**config.mk**
```make
export PLATFORM = sky130hd
export DESIGN_NAME = least_loaded_server_selector
export DESIGN_NICKNAME = d
export VERILOG_FILES = /design/src/rtl/core/llss_pkg.sv /design/src/rtl/core/least_loaded_server_selector.sv /design/src/rtl/core/llss_ram.sv /design/src/rtl/core/llss_ctrl.sv /design/src/rtl/core/llss_dp.sv
export SDC_FILE = /design/constraint.sdc
export NUM_CORES = 2
export LEC_CHECK = 0
export BUFFER_PORTS_ARGS = -buffer_cell sky130_fd_sc_hd__clkbuf_2
export CAP_MARGIN = 20
export CORE_MARGIN = 5
export CORE_UTILIZATION = 55
export DETAILED_ROUTE_END_ITERATION = 7
export GPL_TIMING_DRIVEN = 0
export PLACE_DENSITY_LB_ADDON = 0.08
export SKIP_CTS_REPAIR_TIMING = 1
export SYNTH_ARGS = -nofsm -noshare
export SYNTH_HDL_FRONTEND = slang
export SYNTH_SLANG_ARGS = --single-unit
export TNS_END_PERCENT = 10
```
**constraint.sdc**
```tcl
create_clock -name clk -period 12.8 [get_ports clk]
set_clock_uncertainty 0.15 [all_clocks]
set_input_delay 0 -clock clk [delete_from_list [all_inputs] [get_ports clk]]
set_output_delay 0 -clock clk [all_outputs]
set_load 0.02 [all_outputs]
```
**src/rtl/core/llss_pkg.sv**
```systemverilog
// shared types, constants and saturating helpers for the least-loaded server selector
// no dependencies; imported by llss_ctrl, llss_dp and the top level
`default_nettype none

package llss_pkg;

    localparam int SERVER_SLOTS = 16;
    localparam int SLOT_W       = 4;
    localparam int ADDR_W       = (SERVER_SLOTS > 1) ? $clog2(SERVER_SLOTS) : 1;
    localparam int TOTAL_W      = 20;

    localparam logic [TOTAL_W-1:0] TOTAL_MAX = {TOTAL_W{1'b1}};
    localparam logic [15:0]        USERS_MAX = 16'hFFFF;

    // request codes
    localparam logic [1:0] REQ_REGISTER = 2'd0;
    localparam logic [1:0] REQ_COUNT    = 2'd1;
    localparam logic [1:0] REQ_REMOVE   = 2'd2;
    localparam logic [1:0] REQ_ASSIGN   = 2'd3;

    // result status codes
    localparam logic [2:0] ST_DONE       = 3'd0;
    localparam logic [2:0] ST_NO_SERVER  = 3'd1;
    localparam logic [2:0] ST_ALL_FULL   = 3'd2;
    localparam logic [2:0] ST_SLOT_EMPTY = 3'd3;
    localparam logic [2:0] ST_SLOT_TAKEN = 3'd4;

    typedef struct packed {
        logic [31:0] primary_ip;
        logic [31:0] backup_ip;
        logic [15:0] port;
        logic [15:0] limit;
        logic [15:0] users;
    } entry_t;

    localparam int ENTRY_W = $bits(entry_t);

    typedef enum logic [1:0] {
        RD_SLOT,
        RD_SCAN,
        RD_BEST
    } rd_sel_t;

    // command bundle from controller to datapath
    typedef struct packed {
        logic              load;
        rd_sel_t           rd_sel;
        logic [ADDR_W-1:0] scan_addr;
        logic              cmp;
        logic              update;
        logic              report;
    } llss_cmd_t;

    function automatic logic [TOTAL_W-1:0] total_add(input logic [TOTAL_W-1:0] t,
                                                     input logic [TOTAL_W-1:0] v);
        logic [TOTAL_W:0] s;
        s = {1'b0, t} + {1'b0, v};
        return s[TOTAL_W] ? TOTAL_MAX : s[TOTAL_W-1:0];
    endfunction

    function automatic logic [TOTAL_W-1:0] total_sub(input logic [TOTAL_W-1:0] t,
                                                     input logic [TOTAL_W-1:0] v);
        return (v >= t) ? '0 : t - v;
    endfunction

endpackage

`default_nettype wire

```
**src/rtl/core/least_loaded_server_selector.sv**
```systemverilog
// top level of the least-loaded server selector
// depends on llss_pkg, llss_ctrl, llss_dp (and llss_ram through llss_dp)
`default_nettype none

// Usage
//   request channel: drive the request fields and raise start; the request is
//   transferred at the rising edge where start is high and busy is low. busy
//   stays high from the cycle after the transfer until the result is shown.
//   result channel: done is high for exactly one cycle while status,
//   assigned_* and total_users carry the result; the receiver cannot stall,
//   so each result must be taken in that cycle. result ports hold their
//   value until the next result.
//   steps: register, count change and remove go through slot read, table
//   update and result; an assignment goes through scan, last compare, best
//   entry read, report and result. the slot scan reads one table entry
//   per cycle through the single ram read port.
//   a new request may be transferred in the same cycle done is high.
//   reset: rst_n clears the valid bits of all slots and the running total;
//   the table ram itself is not cleared, entries are written before use.

module least_loaded_server_selector (
    input  wire logic                          clk,
    input  wire logic                          rst_n,
    input  wire logic                          start,
    output logic                               busy,
    input  wire logic [1:0]                    req_type,
    input  wire logic [3:0]                    server_slot,
    input  wire logic [31:0]                   primary_ip,
    input  wire logic [31:0]                   backup_ip,
    input  wire logic [15:0]                   server_port,
    input  wire logic [15:0]                   user_limit,
    input  wire logic [15:0]                   initial_users,
    input  wire logic                          count_up,
    output logic                               done,
    output logic      [2:0]                    status,
    output logic      [3:0]                    assigned_slot,
    output logic      [31:0]                   assigned_primary_ip,
    output logic      [31:0]                   assigned_backup_ip,
    output logic      [15:0]                   assigned_port,
    output logic      [llss_pkg::TOTAL_W-1:0]  total_users
);

    import llss_pkg::*;

    // command bundle: controller steers the datapath each cycle
    llss_cmd_t cmd;

    // sequencing: decode on transfer, slot read, update or scan, report
    llss_ctrl u_ctrl (
        .clk      (clk),
        .rst_n    (rst_n),
        .start    (start),
        .req_type (req_type),
        .busy     (busy),
        .done     (done),
        .cmd      (cmd)
    );

    // table, running total, scan compare and result registers
    llss_dp u_dp (
        .clk                 (clk),
        .rst_n               (rst_n),
        .cmd                 (cmd),
        .req_type            (req_type),
        .server_slot         (server_slot),
        .primary_ip          (primary_ip),
        .backup_ip           (backup_ip),
        .server_port         (server_port),
        .user_limit          (user_limit),
        .initial_users       (initial_users),
        .count_up            (count_up),
        .status              (status),
        .assigned_slot       (assigned_slot),
        .assigned_primary_ip (assigned_primary_ip),
        .assigned_backup_ip  (assigned_backup_ip),
        .assigned_port       (assigned_port),
        .total_users         (total_users)
    );

endmodule

`default_nettype wire

```
**src/rtl/core/llss_ram.sv**
```systemverilog
// generic single-write, single-read ram with registered read data
// no dependencies
`default_nettype none

module llss_ram #(
    parameter int WIDTH = 8,
    parameter int DEPTH = 16
) (
    input  wire logic                             clk,
    input  wire logic                             we,
    input  wire logic [$clog2(DEPTH > 1 ? DEPTH : 2)-1:0] waddr,
    input  wire logic [WIDTH-1:0]                 wdata,
    input  wire logic [$clog2(DEPTH > 1 ? DEPTH : 2)-1:0] raddr,
    output logic      [WIDTH-1:0]                 rdata
);

    logic [WIDTH-1:0] mem [DEPTH];

    always_ff @(posedge clk)
    begin
        if (we)
        begin
            mem[waddr] <= wdata;
        end
        rdata <= mem[raddr];
    end

endmodule

`default_nettype wire

```
**src/rtl/core/llss_ctrl.sv**
```systemverilog
// controller for the least-loaded server selector: request sequencing and slot scan
// depends on llss_pkg
`default_nettype none

module llss_ctrl (
    input  wire logic              clk,
    input  wire logic              rst_n,
    input  wire logic              start,
    input  wire logic [1:0]        req_type,
    output logic                   busy,
    output logic                   done,
    output llss_pkg::llss_cmd_t    cmd
);

    import llss_pkg::*;

    typedef enum logic [2:0] {
        S_IDLE,
        S_LOOKUP,
        S_UPDATE,
        S_SCAN,
        S_SCAN_END,
        S_FETCH,
        S_REPORT
    } state_t;

    localparam logic [ADDR_W-1:0] LAST_ADDR = ADDR_W'(SERVER_SLOTS - 1);

    state_t            state_reg, state_next;
    logic [ADDR_W-1:0] cnt_reg, cnt_next;
    logic              done_reg, done_next;

    always_comb
    begin
        state_next    = state_reg;
        cnt_next      = cnt_reg;
        done_next     = 1'b0;
        cmd           = '0;
        cmd.rd_sel    = RD_SLOT;
        cmd.scan_addr = cnt_reg;
        unique case (state_reg)
            S_IDLE:
            begin
                if (start)
                begin
                    cmd.load = 1'b1;
                    cnt_next = '0;
                    state_next = (req_type == REQ_ASSIGN) ? S_SCAN : S_LOOKUP;
                end
            end
            S_LOOKUP:
            begin
                state_next = S_UPDATE;
            end
            S_UPDATE:
            begin
                cmd.update = 1'b1;
                done_next  = 1'b1;
                state_next = S_IDLE;
            end
            S_SCAN:
            begin
                // read slot cnt, compare the slot read in the previous cycle
                cmd.rd_sel = RD_SCAN;
                cmd.cmp    = (cnt_reg != '0);
                if (cnt_reg == LAST_ADDR)
                begin
                    state_next = S_SCAN_END;
                end
                else
                begin
                    cnt_next = cnt_reg + 1'b1;
                end
            end
            S_SCAN_END:
            begin
                cmd.cmp    = 1'b1;
                state_next = S_FETCH;
            end
            S_FETCH:
            begin
                cmd.rd_sel = RD_BEST;
                state_next = S_REPORT;
            end
            S_REPORT:
            begin
                cmd.report = 1'b1;
                done_next  = 1'b1;
                state_next = S_IDLE;
            end
            default:
            begin
                state_next = S_IDLE;
            end
        endcase
    end

    always_ff @(posedge clk or negedge rst_n)
    begin
        if (!rst_n)
        begin
            state_reg <= S_IDLE;
            cnt_reg   <= '0;
            done_reg  <= 1'b0;
        end
        else
        begin
            state_reg <= state_next;
            cnt_reg   <= cnt_next;
            done_reg  <= done_next;
        end
    end

    assign busy = (state_reg != S_IDLE);
    assign done = done_reg;

`ifndef ASSERT_OFF
    a_done_when_idle: assert property (@(posedge clk) disable iff (!rst_n)
        done |-> !busy)
        else $error("result strobe while a request is in progress");

    a_done_single: assert property (@(posedge clk) disable iff (!rst_n)
        done |=> !done)
        else $error("result strobe held for more than one cycle");

    a_accept_busy: assert property (@(posedge clk) disable iff (!rst_n)
        (start && !busy) |=> (busy && !done))
        else $error("accepted request did not make the block busy");
`endif

endmodule

`default_nettype wire

```
**src/rtl/core/llss_dp.sv**
```systemverilog
// datapath for the least-loaded server selector: server table, running total, scan compare
// depends on llss_pkg and llss_ram
`default_nettype none

module llss_dp (
    input  wire logic                           clk,
    input  wire logic                           rst_n,
    input  wire llss_pkg::llss_cmd_t            cmd,
    input  wire logic [1:0]                     req_type,
    input  wire logic [3:0]                     server_slot,
    input  wire logic [31:0]                    primary_ip,
    input  wire logic [31:0]                    backup_ip,
    input  wire logic [15:0]                    server_port,
    input  wire logic [15:0]                    user_limit,
    input  wire logic [15:0]                    initial_users,
    input  wire logic                           count_up,
    output logic      [2:0]                     status,
    output logic      [3:0]                     assigned_slot,
    output logic      [31:0]                    assigned_primary_ip,
    output logic      [31:0]                    assigned_backup_ip,
    output logic      [15:0]                    assigned_port,
    output logic      [llss_pkg::TOTAL_W-1:0]   total_users
);

    import llss_pkg::*;

    // latched request
    logic [1:0]        req_reg;
    logic [SLOT_W-1:0] slot_reg;
    entry_t            new_entry_reg;
    logic              up_reg;

    // table state
    logic [SERVER_SLOTS-1:0] valid_reg, valid_next;
    logic [TOTAL_W-1:0]      total_reg, total_next;

    // scan state
    logic              any_reg, any_next;
    logic              found_reg, found_next;
    logic [15:0]       best_users_reg, best_users_next;
    logic [ADDR_W-1:0] best_slot_reg, best_slot_next;
    logic [ADDR_W-1:0] rd_addr_reg;

    // result registers
    logic [2:0]         status_reg, status_next;
    logic [SLOT_W-1:0]  rslot_reg, rslot_next;
    logic [31:0]        rpip_reg, rpip_next;
    logic [31:0]        rbip_reg, rbip_next;
    logic [15:0]        rport_reg, rport_next;
    logic [TOTAL_W-1:0] rtotal_reg, rtotal_next;

    // table ram
    logic              we;
    logic [ADDR_W-1:0] rd_addr;
    logic [ADDR_W-1:0] slot_addr;
    entry_t            wr_entry;
    logic [ENTRY_W-1:0] rdata;
    entry_t            rd_entry;
    logic              slot_ok;
    logic              slot_valid;

    assign slot_addr  = ADDR_W'(slot_reg);
    assign rd_entry   = entry_t'(rdata);
    assign slot_ok    = (int'(slot_reg) < SERVER_SLOTS);
    assign slot_valid = slot_ok && valid_reg[slot_addr];

    always_comb
    begin
        case (cmd.rd_sel)
            RD_SCAN: rd_addr = cmd.scan_addr;
            RD_BEST: rd_addr = best_slot_reg;
            default: rd_addr = slot_addr;
        endcase
    end

    llss_ram #(
        .WIDTH (ENTRY_W),
        .DEPTH (SERVER_SLOTS)
    ) u_table (
        .clk   (clk),
        .we    (we),
        .waddr (slot_addr),
        .wdata (wr_entry),
        .raddr (rd_addr),
        .rdata (rdata)
    );

    // scan compare: strict less-than in ascending order keeps the lowest slot on ties
    always_comb
    begin
        any_next        = any_reg;
        found_next      = found_reg;
        best_users_next = best_users_reg;
        best_slot_next  = best_slot_reg;
        if (cmd.load)
        begin
            any_next       = 1'b0;
            found_next     = 1'b0;
            best_slot_next = '0;
        end
        else if (cmd.cmp && valid_reg[rd_addr_reg])
        begin
            any_next = 1'b1;
            if ((rd_entry.users < rd_entry.limit) &&
                (!found_reg || (rd_entry.users < best_users_reg)))
            begin
                found_next      = 1'b1;
                best_users_next = rd_entry.users;
                best_slot_next  = rd_addr_reg;
            end
        end
    end

    // table update and result formation
    always_comb
    begin
        we          = 1'b0;
        wr_entry    = rd_entry;
        valid_next  = valid_reg;
        total_next  = total_reg;
        status_next = status_reg;
        rslot_next  = rslot_reg;
        rpip_next   = rpip_reg;
        rbip_next   = rbip_reg;
        rport_next  = rport_reg;
        rtotal_next = rtotal_reg;

        if (cmd.update)
        begin
            status_next = ST_DONE;
            case (req_reg)
                REQ_REGISTER:
                begin
                    if (!slot_ok)
                    begin
                        status_next = ST_SLOT_EMPTY;
                    end
                    else if (slot_valid)
                    begin
                        status_next = ST_SLOT_TAKEN;
                    end
                    else
                    begin
                        we                    = 1'b1;
                        wr_entry              = new_entry_reg;
                        valid_next[slot_addr] = 1'b1;
                        total_next = total_add(total_reg, TOTAL_W'(new_entry_reg.users));
                    end
                end
                REQ_COUNT:
                begin
                    if (!slot_valid)
                    begin
                        status_next = ST_SLOT_EMPTY;
                    end
                    else if (up_reg)
                    begin
                        if (rd_entry.users != USERS_MAX)
                        begin
                            we             = 1'b1;
                            wr_entry.users = rd_entry.users + 16'd1;
                            total_next     = total_add(total_reg, TOTAL_W'(1));
                        end
                    end
                    else if (rd_entry.users != 16'd0)
                    begin
                        we             = 1'b1;
                        wr_entry.users = rd_entry.users - 16'd1;
                        total_next     = total_sub(total_reg, TOTAL_W'(1));
                    end
                end
                default:
                begin
                    if (!slot_valid)
                    begin
                        status_next = ST_SLOT_EMPTY;
                    end
                    else
                    begin
                        valid_next[slot_addr] = 1'b0;
                        total_next = total_sub(total_reg, TOTAL_W'(rd_entry.users));
                    end
                end
            endcase
            rslot_next  = '0;
            rpip_next   = '0;
            rbip_next   = '0;
            rport_next  = '0;
            rtotal_next = total_next;
        end
        else if (cmd.report)
        begin
            rtotal_next = total_reg;
            if (!any_reg || !found_reg)
            begin
                status_next = any_reg ? ST_ALL_FULL : ST_NO_SERVER;
                rslot_next  = '0;
                rpip_next   = '0;
                rbip_next   = '0;
                rport_next  = '0;
            end
            else
            begin
                status_next = ST_DONE;
                rslot_next  = SLOT_W'(best_slot_reg);
                rpip_next   = rd_entry.primary_ip;
                rbip_next   = rd_entry.backup_ip;
                rport_next  = rd_entry.port;
            end
        end
    end

    always_ff @(posedge clk or negedge rst_n)
    begin
        if (!rst_n)
        begin
            valid_reg <= '0;
            total_reg <= '0;
            any_reg   <= 1'b0;
            found_reg <= 1'b0;
        end
        else
        begin
            valid_reg <= valid_next;
            total_reg <= total_next;
            any_reg   <= any_next;
            found_reg <= found_next;
        end
    end

    always_ff @(posedge clk)
    begin
        if (cmd.load)
        begin
            req_reg                  <= req_type;
            slot_reg                 <= server_slot;
            new_entry_reg.primary_ip <= primary_ip;
            new_entry_reg.backup_ip  <= backup_ip;
            new_entry_reg.port       <= server_port;
            new_entry_reg.limit      <= user_limit;
            new_entry_reg.users      <= initial_users;
            up_reg                   <= count_up;
        end
        rd_addr_reg    <= rd_addr;
        best_users_reg <= best_users_next;
        best_slot_reg  <= best_slot_next;
        status_reg     <= status_next;
        rslot_reg      <= rslot_next;
        rpip_reg       <= rpip_next;
        rbip_reg       <= rbip_next;
        rport_reg      <= rport_next;
        rtotal_reg     <= rtotal_next;
    end

    assign status              = status_reg;
    assign assigned_slot       = rslot_reg;
    assign assigned_primary_ip = rpip_reg;
    assign assigned_backup_ip  = rbip_reg;
    assign assigned_port       = rport_reg;
    assign total_users         = rtotal_reg;

`ifndef ASSERT_OFF
    a_found_needs_any: assert property (@(posedge clk) disable iff (!rst_n)
        found_reg |-> any_reg)
        else $error("server chosen without any registered slot");

    a_no_write_on_scan: assert property (@(posedge clk) disable iff (!rst_n)
        (cmd.cmp || cmd.report) |-> !we)
        else $error("table written during an assignment");

    a_total_steady_on_assign: assert property (@(posedge clk) disable iff (!rst_n)
        cmd.report |=> $stable(total_reg))
        else $error("running total moved on an assignment");
`endif

endmodule

`default_nettype wire
```
### After elaboration in Yosys (flattened, before gate mapping)

Memory sizes are Yosys's and may differ from the RTL's. A register that Yosys moved wholly into a read port is not among the register bits.
Cells that the tools add are included.

* word-level logic and storage cells: 154
* memory bits (writable): 1792
* output and inout port bits: 109
* memories: 1
* flip-flop bits (word level): 296
* bits of input ports: 122

* add/sub/neg operators: 7
* reduce and logical (&&, ||, !) cells: 24
* multiplexer cells: 70
* magnitude comparators: 7
* equal/unequal tests: 16
* bitwise gates (word level): 5

Memory list
* u_dp.u_table.mem: words 16, bits a word 112, rd ports 1, clocked after Yosys merged registers in 1, wr ports 1, line llss_ram.sv:17 `logic [WIDTH-1:0] mem [DEPTH];`

Operators by type and width (number)
* $mux W20: 12
* $mux W112: 2
* $mux W16: 7
* $mux W96: 1
* $mux W32: 2
* $pmux W16 S2: 2
* $pmux W20 S2: 1
* $lt A16 B16 Y1: 2
* $add A20 B1 Y21 const B: 1
* $add A20 B16 Y21: 1
* $mux W1: 21
* $mux W3: 7
* $ge A1 B20 Y1 const A: 1
* $ge A16 B20 Y1: 1
* $sub A20 B1 Y20 const B: 1
* $sub A20 B16 Y20: 1
* $add A16 B1 Y16 const B: 1
* $and A16 B16 Y16: 1
* $ne A16 B16 Y1 const B: 1
* $not A16 Y16: 1
* $or A16 B16 Y16: 1
* $pmux W4 S2: 2
* $reduce_bool A16 Y1: 1
* $sub A16 B1 Y16 const B: 1
* 31 further kinds: 57

### Depth between registers and ports, before layout

* depth in word-level cells: 8
* gate-level depth with buffers: 14
* mapped depth without buffers: 12

### Modules after synthesis

A second synthesis with hierarchy kept.

* cells, all modules: 4624
* area total of the unflattened synthesis: 85852.3 um2

By module, submodules not included
* llss_ram: area an instance 69170.1 um2, cells each 2864, sequential area each 56053.8 um2, times used 1
* llss_dp: area an instance 16210.5 um2, cells each 1715, sequential area each 7537.2 um2, times used 1
* llss_ctrl: area an instance 471.7 um2, cells each 45, sequential area each 200.2 um2, times used 1

### Least setup slack after synthesis

No wires, ideal clock.

* path type: register to register
* from: register u_dp.slot_reg[1], in the netlist u_dp.slot_addr[1]
* to: memory u_dp.u_table.mem[12][0] (netlist name), enable pin
* setup time: 0.856 ns
* required time: 11.794 ns
* setup slack: -0.730 ns
* arrival time: 12.523 ns
* buffers on the path: 2
* cell stages (with the launch flop): 9
* period minus slack after synthesis: 13.530 ns
* path through: edfxtp_1 > mux4_2 > mux2_2 > o21a_1 > buf_2 > a21oi_2 > o21ai_2 > buf_2 > nor4_1

* cells in the longest elaborated chain, start to end: 7
* elaborated cells between the ends (all ways): 8
* classes of those cells: mux: 8

RTL lines
* start: declaration: line llss_dp.sv:29 `logic [SLOT_W-1:0] slot_reg;`
* start signal: assignment: line llss_dp.sv:236 `slot_reg <= server_slot;`
* $bmux W1 S4: line llss_dp.sv:65 `assign slot_valid = slot_ok && valid_reg[slot_addr];`
* $mux W1 (implied by the code): line llss_dp.sv:65
* $mux W1 (on tied branches): line llss_dp.sv:152, llss_dp.sv:138
* $pmux W1 S2: line llss_dp.sv:131 `case (req_reg)`
* $mux W1: line llss_dp.sv:128 `if (cmd.update)`
* $mux W1: line llss_ram.sv:21 `if (we)`
* $mux W1 (implied by the code): line llss_ram.sv:23 `mem[waddr] <= wdata;`
* end: declaration: line llss_ram.sv:17

Parallel ways exist; a longest one is shown, timed or not. The select of a mux whose other input is x is not followed.

### Worst setup path in the final report

* from: register u_dp.u_table.rdata[0], read port of u_dp.u_table.mem
* to: memory u_dp.u_table.mem[12][87] (netlist name), enable pin

* cells in the longest elaborated chain, start to end: 8
* elaborated cells between the ends (all ways): 10
* classes of those cells: eq/ne: 1; mux: 8; reduce/logical: 1

RTL lines
* start: declaration: line llss_ram.sv:14 `output logic [WIDTH-1:0] rdata`
* $ne A16 B16 Y1 / $reduce_bool A16 Y1 (equally long branches): line llss_dp.sv:158, llss_dp.sv:165
* $mux W1 (on tied branches): line llss_dp.sv:158, llss_dp.sv:165
* $mux W1 (*): line llss_dp.sv:156 `else if (up_reg)`
* $mux W1 (*): line llss_dp.sv:152 `if (!slot_valid)`
* $pmux W1 S2 (*): line llss_dp.sv:131
* $mux W1 (*): line llss_dp.sv:128
* $mux W1 (*): line llss_ram.sv:21
* $mux W1 (implied by the code) (*): line llss_ram.sv:23

Every way passes the cells marked *; elsewhere a longest branch is shown, timed or not.

==> impl_metrics.toml <==
[detailed_routing]
drtPass1Iterations = 6
vias = 49360
wl_um = 241000
drc = 0
drt-vias-per-instance = 6.20
wl_met2_um = 117000
top_layer_used = "met5"
wl_met1_um = 99200
wl_met3_um = 17300
drt_iter0_drc = 5611
wire_per_inst_um = 30.3
antenna_left = 0

[sta]
fin_crit_sh_pct = 47.2
slew_violations = 0
hold_ws_ps = 203
rsz0062_at_grt = "no"
fmax_mhz = 166
setup_ws_ps = 6760
tightest_slew_ps = 1130
hold_viol = 0
setup_viol = 0
min_period_ps = 6040
relSlewSlack_pct = 24.8

[cts]
path_clk_slew_ps = 60
cts_tree = "done"
clockRootBuffer = "clkbuf_16"
cts_buffers = 214
clock_path_buffers = 3
htreeDepth = 4
clock_sinks = 2200
insertion_delay_ps = 840

[critical_path]
cp_data_arrival_time_ps = 6420
end_kind = "flop"
path_cells = "clkbuf_1 -> inv_1 -> ha_1 -> nor4b_1 -> nand4_1 -> or2_0 -> buf_2 -> nor2_1 -> nor2_1 -> o21ai_2 -> buf_2 -> nor4_2 -> buf_4 -> buf_4 -> buf_4 -> buf_4 -> buf_4 -> buf_4 -> buf_4 -> buf_4"
crit_required_ps = 13180
critPathMaxStageDelay_ps = 790
crit_buf_inv = 12
cp_max_fo = 10
start_kind = "flop"
path_class = "reg -> reg"
cp_top_family = "buffers and inverters"
crit_slowest_cell = "nor4_2"
cp_common_cell = "buf_4"

[die]
start_util_pct = 55.1
rows = 146
coreArea_um2 = 158000
io_pins = 231
die_x_um = 408
die_area_um2 = 166000
die_h_um = 408

[grt]
grt_pass1_wl_um = 343000
grt_pass1_vias = 48852
track_usage_pct = 28.4
grt_max_degree = 67
overflow = 0
grt_antenna_before_repair = 7

[logic_synthesis]
seq_area_frac_synth_pct = 73.2
synth_nets = 4936
synth_area_leader_cell = "edfxtp_1"
synthArstFlopShare_pct = 2.09
synth_top_family_by_area = "multiplexers"
post_synth.cell_area_avg_um2 = 18.4
synth_top_area_share_pct = 67.2
synth_area_um2 = 87100
ys.flop_type = "edfxtp_1"
synth_seq_cells = 2200
synth_cell_types = 89
yosys-top-cells-count = "edfxtp_1 (1950), mux4_2 (456), a21oi_1 (225), nand2_1 (215), dfxtp_1 (204)"
synthXorXnorAreaFrac_pct = 0.412
synth_compound_area_share_pct = 4.79
yosys.area_share.adder_pct = 1.04
yosys.area_share.simple_pct = 4.40
synthCells = 4743
ys_top_cells_by_area = "edfxtp_1 (67%), mux4_2 (12%), dfxtp_1 (4.7%)"
synthMuxAreaShare_pct = 14.3
synth-edff-count = 1950
yosysMostFrequentCell = "edfxtp_1"
synth_warnings = 0

[cells_and_area]
nets = 5887
drive_above_1_share_pct = 26.4
largest_reg_flops = 1792
area_growth_pct = 18.7
multi_input_area_um2 = 21800
fillerInstances = 10822
ff_latch_area_um2 = 63800
fin_util_pct = 65.5

[job]
maxCapViolCount = 0

[place]
place.gp.congestion = 0.929
dp_slack_ps = 6850
port-buffer-count = 230
place_hpwl_um = 164000

[power]
power.leakage_uw = 0.0353
ir_worst_vdd_mv = 0.160
power-per-cell-area_nw_per_um2 = 232
total_power_uw = 24000

[worst_hold_path]
hold_path.class = "in -> reg"

[run_status]
status = "finished, final reports clean"
==> cell usage in the layout (no fill, tap or decap), types with 116 or more instances in the layout <==
master	n
o21ai_0	116
buf_6	140
clkbuf_16	219
mux2i_1	116
nor2b_1	118
nor2_1	137
dlygate4sd3_1	242
edfxtp_1	1950
a211oi_1	127
buf_2	117
nand2_1	215
mux4_2	456
dfxtp_1	204
clkbuf_1	190
a21oi_1	224
clkbuf_2	233
==> stage by stage <==
stage                     instance area, µm²  setup TNS, ps  instances
final                                 103000              0       7959
after global routing                  103000              0       7957
after CTS                             101000              0       7715
after detailed placement               94000              0       7308
after global placement                 90900              -       7045
after floorplan                        87100        -223900       4743
==> routing by layer <==
layer	track usage (%)	vias to the layer above
met5	0	-
met2	46.0	2120
li1	-	21077
met4	8.48	2
met1	40.5	25813
met3	4.79	348
==> power by group <==
part	internal, µW	switching, µW
Clock	3590	2660
Sequential	9340	450
Combinational	3020	4960
Total	15900	8060
==> tightest hold or removal path, cell delays in order <==
cell	delay, ps
dlygate4sd3_1	530
clkbuf_2	160
nand2_1	250
nand2_1	140
o21ai_0	60
==> cells by family (layout without fill, tap and decap cells) <==
logic type	after synthesis	after routing
mux	661	661
fa+ha+maj	71	71
xor+xnor	41	41
compound gates	657	657
buf+inv	344	1486
other cells	0	2
simple gates	769	769
flops	2200	2200
==> path summary, 6_finish.rpt <==
kind / startpoint / to / slack (ps) / depth (start not counted)
setup / recovery: u_dp.u_table.rdata[0] / u_dp.u_table.mem[12][87] / 6760 / 20
hold / removal: start / u_dp.best_slot_reg[1] / 200 / 5
setup reg to reg: u_dp.u_table.rdata[0] / u_dp.u_table.mem[12][87] / 6760 / 20
hold reg to reg: u_dp.assigned_backup_ip[11] / u_dp.assigned_backup_ip[11] / 290 / 2
max in group asynchronous: rst_n / async pin / 11560 / 4
min in group asynchronous: rst_n / u_dp.total_reg[0] / 240 / 3
==> layout make-up <==
class	instances	share of cell area [%]
antenna	2	0.00484
buffer	281	1.36
clock buffer	320	5.96
clock inverter	87	0.839
inverter	63	0.233
multi-input combinational	2199	21.1
sequential	2200	61.7
tap	2072	2.51
timing repair buffer	735	6.35
Note: power is estimated with default switching activity, not from simulation.
